`src/design/per_source_reorder_window_receiver_defines.svh`:
```
// ----------------------------------------------------------------------------
// per_source_reorder_window_receiver_defines
// Assertion macros shared by the reorder receiver.
// ----------------------------------------------------------------------------
`ifndef PER_SOURCE_REORDER_WINDOW_RECEIVER_DEFINES_SVH
`define PER_SOURCE_REORDER_WINDOW_RECEIVER_DEFINES_SVH

// Assert that a condition implies a consequence on the same edge.
`define PSRW_ASSERT_IMPL(label, clk, rstn, ante, cons) \
  label: assert property (@(posedge clk) disable iff (!rstn) (ante) |-> (cons)) \
    else $error("assertion failed");

// Assert that a condition implies a consequence on the next edge.
`define PSRW_ASSERT_NEXT(label, clk, rstn, ante, cons) \
  label: assert property (@(posedge clk) disable iff (!rstn) (ante) |=> (cons)) \
    else $error("assertion failed");

`endif

```
`src/design/psrw_pkg.sv`:
```
// ----------------------------------------------------------------------------
// psrw_pkg
// Types and constants of the reorder window receiver.
// ----------------------------------------------------------------------------
package psrw_pkg;

  localparam int unsigned Sources  = 8;
  localparam int unsigned Window   = 16;
  localparam int unsigned SlotW    = $clog2(Sources);
  localparam int unsigned CntW     = $clog2(Sources + 1);
  localparam int unsigned OffW     = $clog2(Window);
  localparam int unsigned OffCntW  = $clog2(Window + 1);
  localparam int unsigned TagAddrW = $clog2(Sources * Window);

  typedef enum logic [1:0] {
    KIND_DELIVER = 2'd0,
    KIND_ACK     = 2'd1,
    KIND_REJECT  = 2'd2
  } kind_e;

  typedef enum logic [2:0] {
    ST_IDLE,
    ST_SEARCH,
    ST_HOLD,
    ST_READ,
    ST_EMIT,
    ST_ACK
  } state_e;

  typedef struct packed {
    logic [31:0] source_address;
    logic [15:0] source_port_number;
    logic [31:0] sequence_req;
    logic        syn_flag;
    logic [7:0]  packet_tag;
  } in_word_t;

  typedef struct packed {
    kind_e       kind;
    logic [2:0]  source_slot;
    logic [31:0] sequence_value;
    logic [7:0]  tag_out;
    logic        last;
  } out_word_t;

endpackage

```
`src/design/psrw_if.sv`:
```
// ----------------------------------------------------------------------------
// psrw_if
// Valid/ready channels carrying one in_word_t or one out_word_t word.
// ----------------------------------------------------------------------------
interface psrw_in_if;
  logic                valid;
  logic                ready;
  psrw_pkg::in_word_t  data;
  modport source (output valid, output data, input ready);
  modport sink (input valid, input data, output ready);
endinterface

interface psrw_out_if;
  logic                valid;
  logic                ready;
  psrw_pkg::out_word_t data;
  modport source (output valid, output data, input ready);
  modport sink (input valid, input data, output ready);
endinterface

```
`src/design/per_source_reorder_window_receiver.sv`:
```
// ----------------------------------------------------------------------------
// per_source_reorder_window_receiver
// Reliable-datagram receiver with a reorder window for each source.
// ----------------------------------------------------------------------------
// One packet word is taken at a time, and the input is not ready again until
// the last result word of that packet has been loaded. The source table is
// searched one slot a cycle, while no result word waits on out_o, by a single
// address/port comparator: the search steps from slot 0 up to a hit, and a
// miss steps through every used slot before it ends. A packet that is not
// rejected is then held; each released packet takes a tag memory read, then
// output, and the ack a final bitmap check, then output. An in-order packet
// from slot 0 with nothing else held is released at once. A result word still
// waiting on out_o stalls the search, the releases and the ack. The tag store
// has one write port and one registered read port.
`include "per_source_reorder_window_receiver_defines.svh"

module per_source_reorder_window_receiver (
  input  logic clk_i,
  input  logic rst_ni,
  psrw_in_if.sink    in_i,
  psrw_out_if.source out_o
);

  psrw_pkg::state_e state_q, state_d;
  psrw_pkg::in_word_t pkt_q;

  logic [31:0] slot_addr_q [psrw_pkg::Sources];
  logic [15:0] slot_port_q [psrw_pkg::Sources];
  logic [31:0] exp_q       [psrw_pkg::Sources];
  logic [psrw_pkg::Window-1:0] bmp_q [psrw_pkg::Sources];
  logic [psrw_pkg::CntW-1:0] used_q;
  // Ring base of each slot's tag window; avoids shifting the tag store.
  logic [psrw_pkg::OffW-1:0] base_q [psrw_pkg::Sources];
  logic [7:0] tag_mem [psrw_pkg::Sources * psrw_pkg::Window];
  logic [7:0] rd_q;

  logic [psrw_pkg::CntW-1:0] idx_q;
  logic [psrw_pkg::SlotW-1:0] slot_q;
  logic [psrw_pkg::OffCntW-1:0] n_q;
  psrw_pkg::out_word_t out_q;
  logic out_v_q;

  logic [psrw_pkg::SlotW-1:0] idx_s;
  logic hit, at_end;
  logic [31:0] off;
  assign idx_s  = idx_q[psrw_pkg::SlotW-1:0];
  assign at_end = (idx_q >= used_q);
  assign hit    = !at_end && slot_addr_q[idx_s] == pkt_q.source_address
                  && slot_port_q[idx_s] == pkt_q.source_port_number;
  assign off    = pkt_q.sequence_req - exp_q[slot_q];
  logic in_win;
  assign in_win = off < 32'(psrw_pkg::Window);
  logic [psrw_pkg::OffW-1:0] woff;
  assign woff = off[psrw_pkg::OffW-1:0] + base_q[slot_q];
  logic reject;
  assign reject = at_end && (!pkt_q.syn_flag
                  || used_q >= psrw_pkg::CntW'(psrw_pkg::Sources));

  assign in_i.ready  = (state_q == psrw_pkg::ST_IDLE);
  assign out_o.valid = out_v_q;
  assign out_o.data  = out_q;

  // A new result word is loaded only when the output register is free.
  logic load_out;
  always_comb begin
    load_out = 1'b0;
    if (!out_v_q || out_o.ready) begin
      case (state_q)
        psrw_pkg::ST_SEARCH: load_out = !hit && reject;
        psrw_pkg::ST_EMIT:   load_out = 1'b1;
        psrw_pkg::ST_ACK:    load_out = 1'b1;
        default:             load_out = 1'b0;
      endcase
    end
  end

  always_comb begin
    state_d = state_q;
    case (state_q)
      psrw_pkg::ST_IDLE:   if (in_i.valid) state_d = psrw_pkg::ST_SEARCH;
      psrw_pkg::ST_SEARCH: begin
        if (!out_v_q || out_o.ready) begin
          if (hit) state_d = psrw_pkg::ST_HOLD;
          else if (at_end) begin
            if (reject) state_d = psrw_pkg::ST_IDLE;
            else state_d = psrw_pkg::ST_HOLD;
          end
        end
      end
      psrw_pkg::ST_HOLD:   state_d = psrw_pkg::ST_READ;
      psrw_pkg::ST_READ: begin
        if (bmp_q[slot_q][0] && n_q < psrw_pkg::OffCntW'(psrw_pkg::Window))
          state_d = psrw_pkg::ST_EMIT;
        else state_d = psrw_pkg::ST_ACK;
      end
      psrw_pkg::ST_EMIT:   if (!out_v_q || out_o.ready) state_d = psrw_pkg::ST_READ;
      psrw_pkg::ST_ACK:    if (!out_v_q || out_o.ready) state_d = psrw_pkg::ST_IDLE;
      default:             state_d = psrw_pkg::ST_IDLE;
    endcase
  end

  always_ff @(posedge clk_i) begin
    if (state_q == psrw_pkg::ST_HOLD && in_win
        && !bmp_q[slot_q][off[psrw_pkg::OffW-1:0]]) begin
      tag_mem[{slot_q, woff}] <= pkt_q.packet_tag;
    end
    rd_q <= tag_mem[{slot_q, base_q[slot_q]}];
    if (state_q == psrw_pkg::ST_IDLE && in_i.valid) pkt_q <= in_i.data;
  end

  always_ff @(posedge clk_i or negedge rst_ni) begin
    if (!rst_ni) begin
      state_q <= psrw_pkg::ST_IDLE;
      used_q  <= '0;
      idx_q   <= '0;
      slot_q  <= '0;
      n_q     <= '0;
      out_v_q <= 1'b0;
      out_q   <= '0;
      for (int i = 0; i < psrw_pkg::Sources; i++) begin
        slot_addr_q[i] <= '0;
        slot_port_q[i] <= '0;
        exp_q[i]       <= '0;
        bmp_q[i]       <= '0;
        base_q[i]      <= '0;
      end
    end else begin
      state_q <= state_d;
      out_v_q <= load_out || (out_v_q && !out_o.ready);
      case (state_q)
        psrw_pkg::ST_IDLE: begin
          idx_q <= '0;
          n_q   <= '0;
        end
        psrw_pkg::ST_SEARCH: begin
          if (!out_v_q || out_o.ready) begin
            if (hit) slot_q <= idx_s;
            else if (at_end) begin
              if (reject) begin
                out_q   <= '{psrw_pkg::KIND_REJECT, 3'd0, pkt_q.sequence_req,
                             pkt_q.packet_tag, 1'b1};
              end else begin
                slot_q              <= used_q[psrw_pkg::SlotW-1:0];
                used_q              <= used_q + 1'b1;
                slot_addr_q[used_q[psrw_pkg::SlotW-1:0]] <= pkt_q.source_address;
                slot_port_q[used_q[psrw_pkg::SlotW-1:0]] <= pkt_q.source_port_number;
                exp_q[used_q[psrw_pkg::SlotW-1:0]]       <= pkt_q.sequence_req;
                bmp_q[used_q[psrw_pkg::SlotW-1:0]]       <= '0;
              end
            end else idx_q <= idx_q + 1'b1;
          end
        end
        psrw_pkg::ST_HOLD: begin
          if (in_win) bmp_q[slot_q][off[psrw_pkg::OffW-1:0]] <= 1'b1;
        end
        psrw_pkg::ST_EMIT: begin
          if (!out_v_q || out_o.ready) begin
            out_q   <= '{psrw_pkg::KIND_DELIVER, 3'(slot_q), exp_q[slot_q], rd_q, 1'b0};
            exp_q[slot_q]  <= exp_q[slot_q] + 32'd1;
            bmp_q[slot_q]  <= bmp_q[slot_q] >> 1;
            base_q[slot_q] <= base_q[slot_q] + 1'b1;
            n_q            <= n_q + 1'b1;
          end
        end
        psrw_pkg::ST_ACK: begin
          if (!out_v_q || out_o.ready) begin
            out_q   <= '{psrw_pkg::KIND_ACK, 3'(slot_q), exp_q[slot_q], 8'd0, 1'b1};
          end
        end
        default: ;
      endcase
    end
  end

  `PSRW_ASSERT_NEXT(a_out_hold, clk_i, rst_ni, out_v_q && !out_o.ready, out_v_q && $stable(out_q))
  `PSRW_ASSERT_IMPL(a_used_max, clk_i, rst_ni, 1'b1, used_q <= psrw_pkg::CntW'(psrw_pkg::Sources))
  `PSRW_ASSERT_IMPL(a_ready_idle, clk_i, rst_ni, in_i.ready, state_q == psrw_pkg::ST_IDLE)

endmodule
```
`src/flat_wrapper.sv`:
```
// flat-port wrapper written by rule: the top's interface ports become plain ports
module per_source_reorder_window_receiver_flat 
  (clk_i, rst_ni, in_i_valid, in_i_data, in_i_ready, out_o_valid, out_o_data, out_o_ready);
  psrw_in_if in_i_i ();
  psrw_out_if out_o_i ();
  input  logic clk_i;
  input  logic rst_ni;
  input wire logic [$bits(in_i_i.valid)-1:0] in_i_valid;
  input wire logic [$bits(in_i_i.data)-1:0] in_i_data;
  output wire logic [$bits(in_i_i.ready)-1:0] in_i_ready;
  output wire logic [$bits(out_o_i.valid)-1:0] out_o_valid;
  output wire logic [$bits(out_o_i.data)-1:0] out_o_data;
  input wire logic [$bits(out_o_i.ready)-1:0] out_o_ready;
  assign in_i_i.valid = in_i_valid;
  assign in_i_i.data = in_i_data;
  assign in_i_ready = in_i_i.ready;
  assign out_o_valid = out_o_i.valid;
  assign out_o_data = out_o_i.data;
  assign out_o_i.ready = out_o_ready;
  per_source_reorder_window_receiver u_core (.clk_i(clk_i), .rst_ni(rst_ni), .in_i(in_i_i), .out_o(out_o_i));
endmodule
```
`config.mk`:
```
export PLATFORM = sky130hd
export DESIGN_NAME = per_source_reorder_window_receiver_flat
export DESIGN_NICKNAME = d
export VERILOG_FILES = /design/src/design/psrw_pkg.sv /design/src/design/psrw_if.sv /design/src/design/per_source_reorder_window_receiver.sv /design/src/flat_wrapper.sv
export VERILOG_INCLUDE_DIRS = /design/src /design/src/design
export SDC_FILE = /design/constraint.sdc
export NUM_CORES = 2
export LEC_CHECK = 0
export BUFFER_PORTS_ARGS = -buffer_cell sky130_fd_sc_hd__clkbuf_2
export CORE_ASPECT_RATIO = 0.9
export CORE_MARGIN = 3
export CORE_UTILIZATION = 30
export DETAILED_ROUTE_END_ITERATION = 10
export GPL_TIMING_DRIVEN = 1
export PLACE_DENSITY = 0.5
export SLEW_MARGIN = 5
export SYNTH_ARGS = -nofsm -noshare
export SYNTH_HDL_FRONTEND = slang
export SYNTH_SLANG_ARGS = --single-unit
export TNS_END_PERCENT = 50
```
`constraint.sdc`:
```
create_clock -name clk_i -period 18.9 [get_ports clk_i]
set_input_delay 0.945 -clock clk_i [delete_from_list [all_inputs] [get_ports clk_i]]
set_output_delay 0.945 -clock clk_i [all_outputs]
set_load 0.02 [all_outputs]
```
==> out/metrics.yaml <==
status: "finished, violations left"
violations: "capacitance limit"
grt_pass1_vias: 62445
placedCellCount: 10984
critical-path-top-delay-family: "compound AO/OA/AOI/OAI gates"
fin_nets: 7449
internal_power_mw: 7.74
cp.depth: 16
place_worst_setup_slack_ns: 10.06
path_cells: "buf_4 > buf_4 > nor2b_1 > a22o_1 > a22oi_1 > ha_1 > a21oi_1 > o21ai_0 > a2111oi_0 > o2111ai_1 > a2111oi_0 > nand4_1 > nor4_4 > o2111ai_4 > buf_12 > nor3_1"
initial_core_util_pct: 30.3
maxClockFrequency_mhz: 111
grt_use_total_pct: 19.8
pwr-share-clk_pct: 40.4
syn_inst: 7364
crit_start: "u_core.slot_q[2]"
cts_made_buffers: 219
ir_worst_vdd_uv: 80.8
drtIter0Drc: 7244
post_drt_wl_per_cell_um: 27.1
drc_errors: 0
ys.warnings.count: 0
io_pins: 141
syn_area_mm2: 0.0887
critical_path_required_ns: 19.36
post-route-util_pct: 34.4
ys_async_sr_fraction_pct: 43.6
place_congestion: 0.912
yosys.area.top_type: "edfxtp_1"
crit_path_top_delay_cell: "nor3_1"
drt-pass1-iter-count: 6
hpwl_mm: 184
detail_route.wirelength_mm: 308
port_buffers: 140
pwr-share-seq_pct: 45.3
grt_max_degree: 191
seqCellArea_mm2: 0.0553
post_cts_resized: 0
worstReg2RegStart: "u_core.slot_q[2]"
worstHoldPathType: "input port to async pin"
grt_pass1_wl_mm: 446
insertion_delay_ns: 0.90
std_cell_rows: 188
powerDensity_mw_per_mm2: 107
p_total_mw: 10.8
clock-root-buffer: "clkbuf_16"
ant_nets: 0
synth-seq-area-share_pct: 62.3
hold_viol_final: 0
ys_seq_elements: 1987
cp.arrival_ns: 9.50
die_w_um: 579
power_leakage_nw: 37.9
htreeDepth: 4
vias_per_cell: 5.52
multi_input_area_mm2: 0.0311
tns_ns: 0
cp_num_buf_inv: 3
synth_cell_types: 98
yosys-top-cells-area: "edfxtp_1, dfrtp_1, mux2_2, nand2_1, o21ai_0"
path_max_fanout: 128
design.die.area_mm2: 0.302
syn_nets: 7503
switching_share_pct: 28.1
synth_edf_count: 1113
reg2reg_depth: 16
switchingPower_mw: 3.02
fin_ws_ns: 9.86
cts-hold-fix-buffers: 0
fp.dieH_um: 522
grt_antenna_before_repair: 6
synth_top_area_share_pct: 37.7
path_clk_slew_ns: 0.06
maxSlewHeadroom_pct: 1.72
grt_overflow: 0
core_mm2: 0.293
holdWs_ns: 0.128
skew_ns: 0.0773
area.growth.synth_to_final_pct: 13.6
clk_path_buf_depth: 4
cts_num_sinks: 1987
design_area_mm2: 0.101
synth.avg_cell_area_um2: 12.0
slew_violations: 0
fillers: 28800
cts_tree: "yes"
cp-start-kind: "flop"
period_minus_slack_ns: 9.04
ys.flop_type: "edfxtp_1"
dr_total_vias: 62800
end_kind: "flop"
pwr-share-comb_pct: 14.3
synth_common_cells: "nand2_1, edfxtp_1, dfrtp_1"
finalSetupViolations: 0
placedInstanceArea_mm2: 0.0935
slowest_delay_ns: 1.06
max-cap-violations: 1
fin_cells: 11380
drive_gt1_share_pct: 17.1
worst_slew_pin_slew_ns: 1.47
rsz0062_at_grt: "false"
post_cts_buffers: 0
crit_type: "flop to flop"
yosysMostFrequentCell: "nand2_1"
min_period_over_period_pct: 47.8
-- final timing paths --
path                                           end  slack, ns
min in group clk_i                u_core.pkt_q[71]       0.24
setup / recovery             u_core.tag_mem[92][0]       9.86
max in group asynchronous    u_core.out_o.data[41]      15.59
hold / removal             u_core.slot_addr_q[211]       0.13
hold reg to reg              u_core.out_o.data[12]       0.47
setup reg to reg             u_core.tag_mem[92][0]       9.86
-- logic make-up (layout without fill, tap and decap cells) --
kind of cell	Yosys count	count (layout)	share of synthesized area, %
compound gates	1590	1590	11.3
other cells	0	1	0
fa+ha+maj	46	46	0.666
flops	1987	1987	62.3
buf+inv	634	754	3.08
simple gates	2276	2276	11.3
mux	728	728	10.3
xor+xnor	103	103	1.03
-- per-layer routing --
layer  global-route usage, %  share of wire, %  up-vias  routed length (um)
met5                       0             0.011        -                  34
met3                    3.42               7.8      540               24000
li1                        -                 -    27194                   -
met1                    28.2                44    32247              136000
met4                    5.85               3.0        6                9300
met2                    30.8                45     2813              139000
-- worst reg2reg max path: cells and delay by family (launching register included) --
kind / cells / cell delay [ns]
AO/OA/AOI/OAI: 8 / 2.73
adder cells (fa/ha/maj): 1 / 0.46
buffers and inverters: 3 / 1.76
flip-flops: 1 / 0.99
AND/OR/NAND/NOR: 4 / 2.74
-- power by group through the flow --
stage | registers (mW) | logic (mW) | clock network, mW
after floorplan | 4.96 | 0.899 | 0
after global placement | 4.95 | 1.55 | 0
after detailed placement | 4.95 | 1.55 | 0
after CTS | 4.87 | 1.56 | 4.43
after global routing | 4.88 | 1.67 | 4.61
final | 4.87 | 1.54 | 4.34
-- area by class of cell --
class	count	area share [%]
well taps	3895	4.84
clock buffers	297	6.08
multi-input cells	4743	30.8
inverters	61	0.242
clock inverters	98	1.06
diodes	1	0.00248
flip-flops and latches	1987	54.9
repair buffers	298	2.06
-- registers in the layout, indices dropped and copies added, names as in the netlist --
| register | count |
|---|---|
| u_core.tag_mem | 1024 |
| u_core.exp_q | 256 |
| u_core.slot_addr_q | 256 |
| u_core.bmp_q | 128 |
| u_core.slot_port_q | 128 |
| u_core.pkt_q | 89 |
| u_core.out_o.data | 46 |
| u_core.base_q | 32 |
| u_core.rd_q | 8 |
| u_core.n_q | 5 |
| u_core.idx_q | 4 |
| u_core.used_q | 4 |
| u_core.slot_q | 3 |
| u_core.state_q | 3 |
| u_core.out_o.valid | 1 |
-- layout by cell type (no fill, tap or decap), drive strengths merged, types with 70 or more instances in the layout --
master,n
a21oi,279
a22oi,126
a31oi,104
and3,70
buf,159
clkbuf,436
clkinv,70
dfrtp,866
edfxtp,1113
mux2,470
mux2i,158
mux4,100
nand2,1214
nand3,421
nor2,235
nor3,163
o21ai,605
Power figures use the tool's default switching activity.
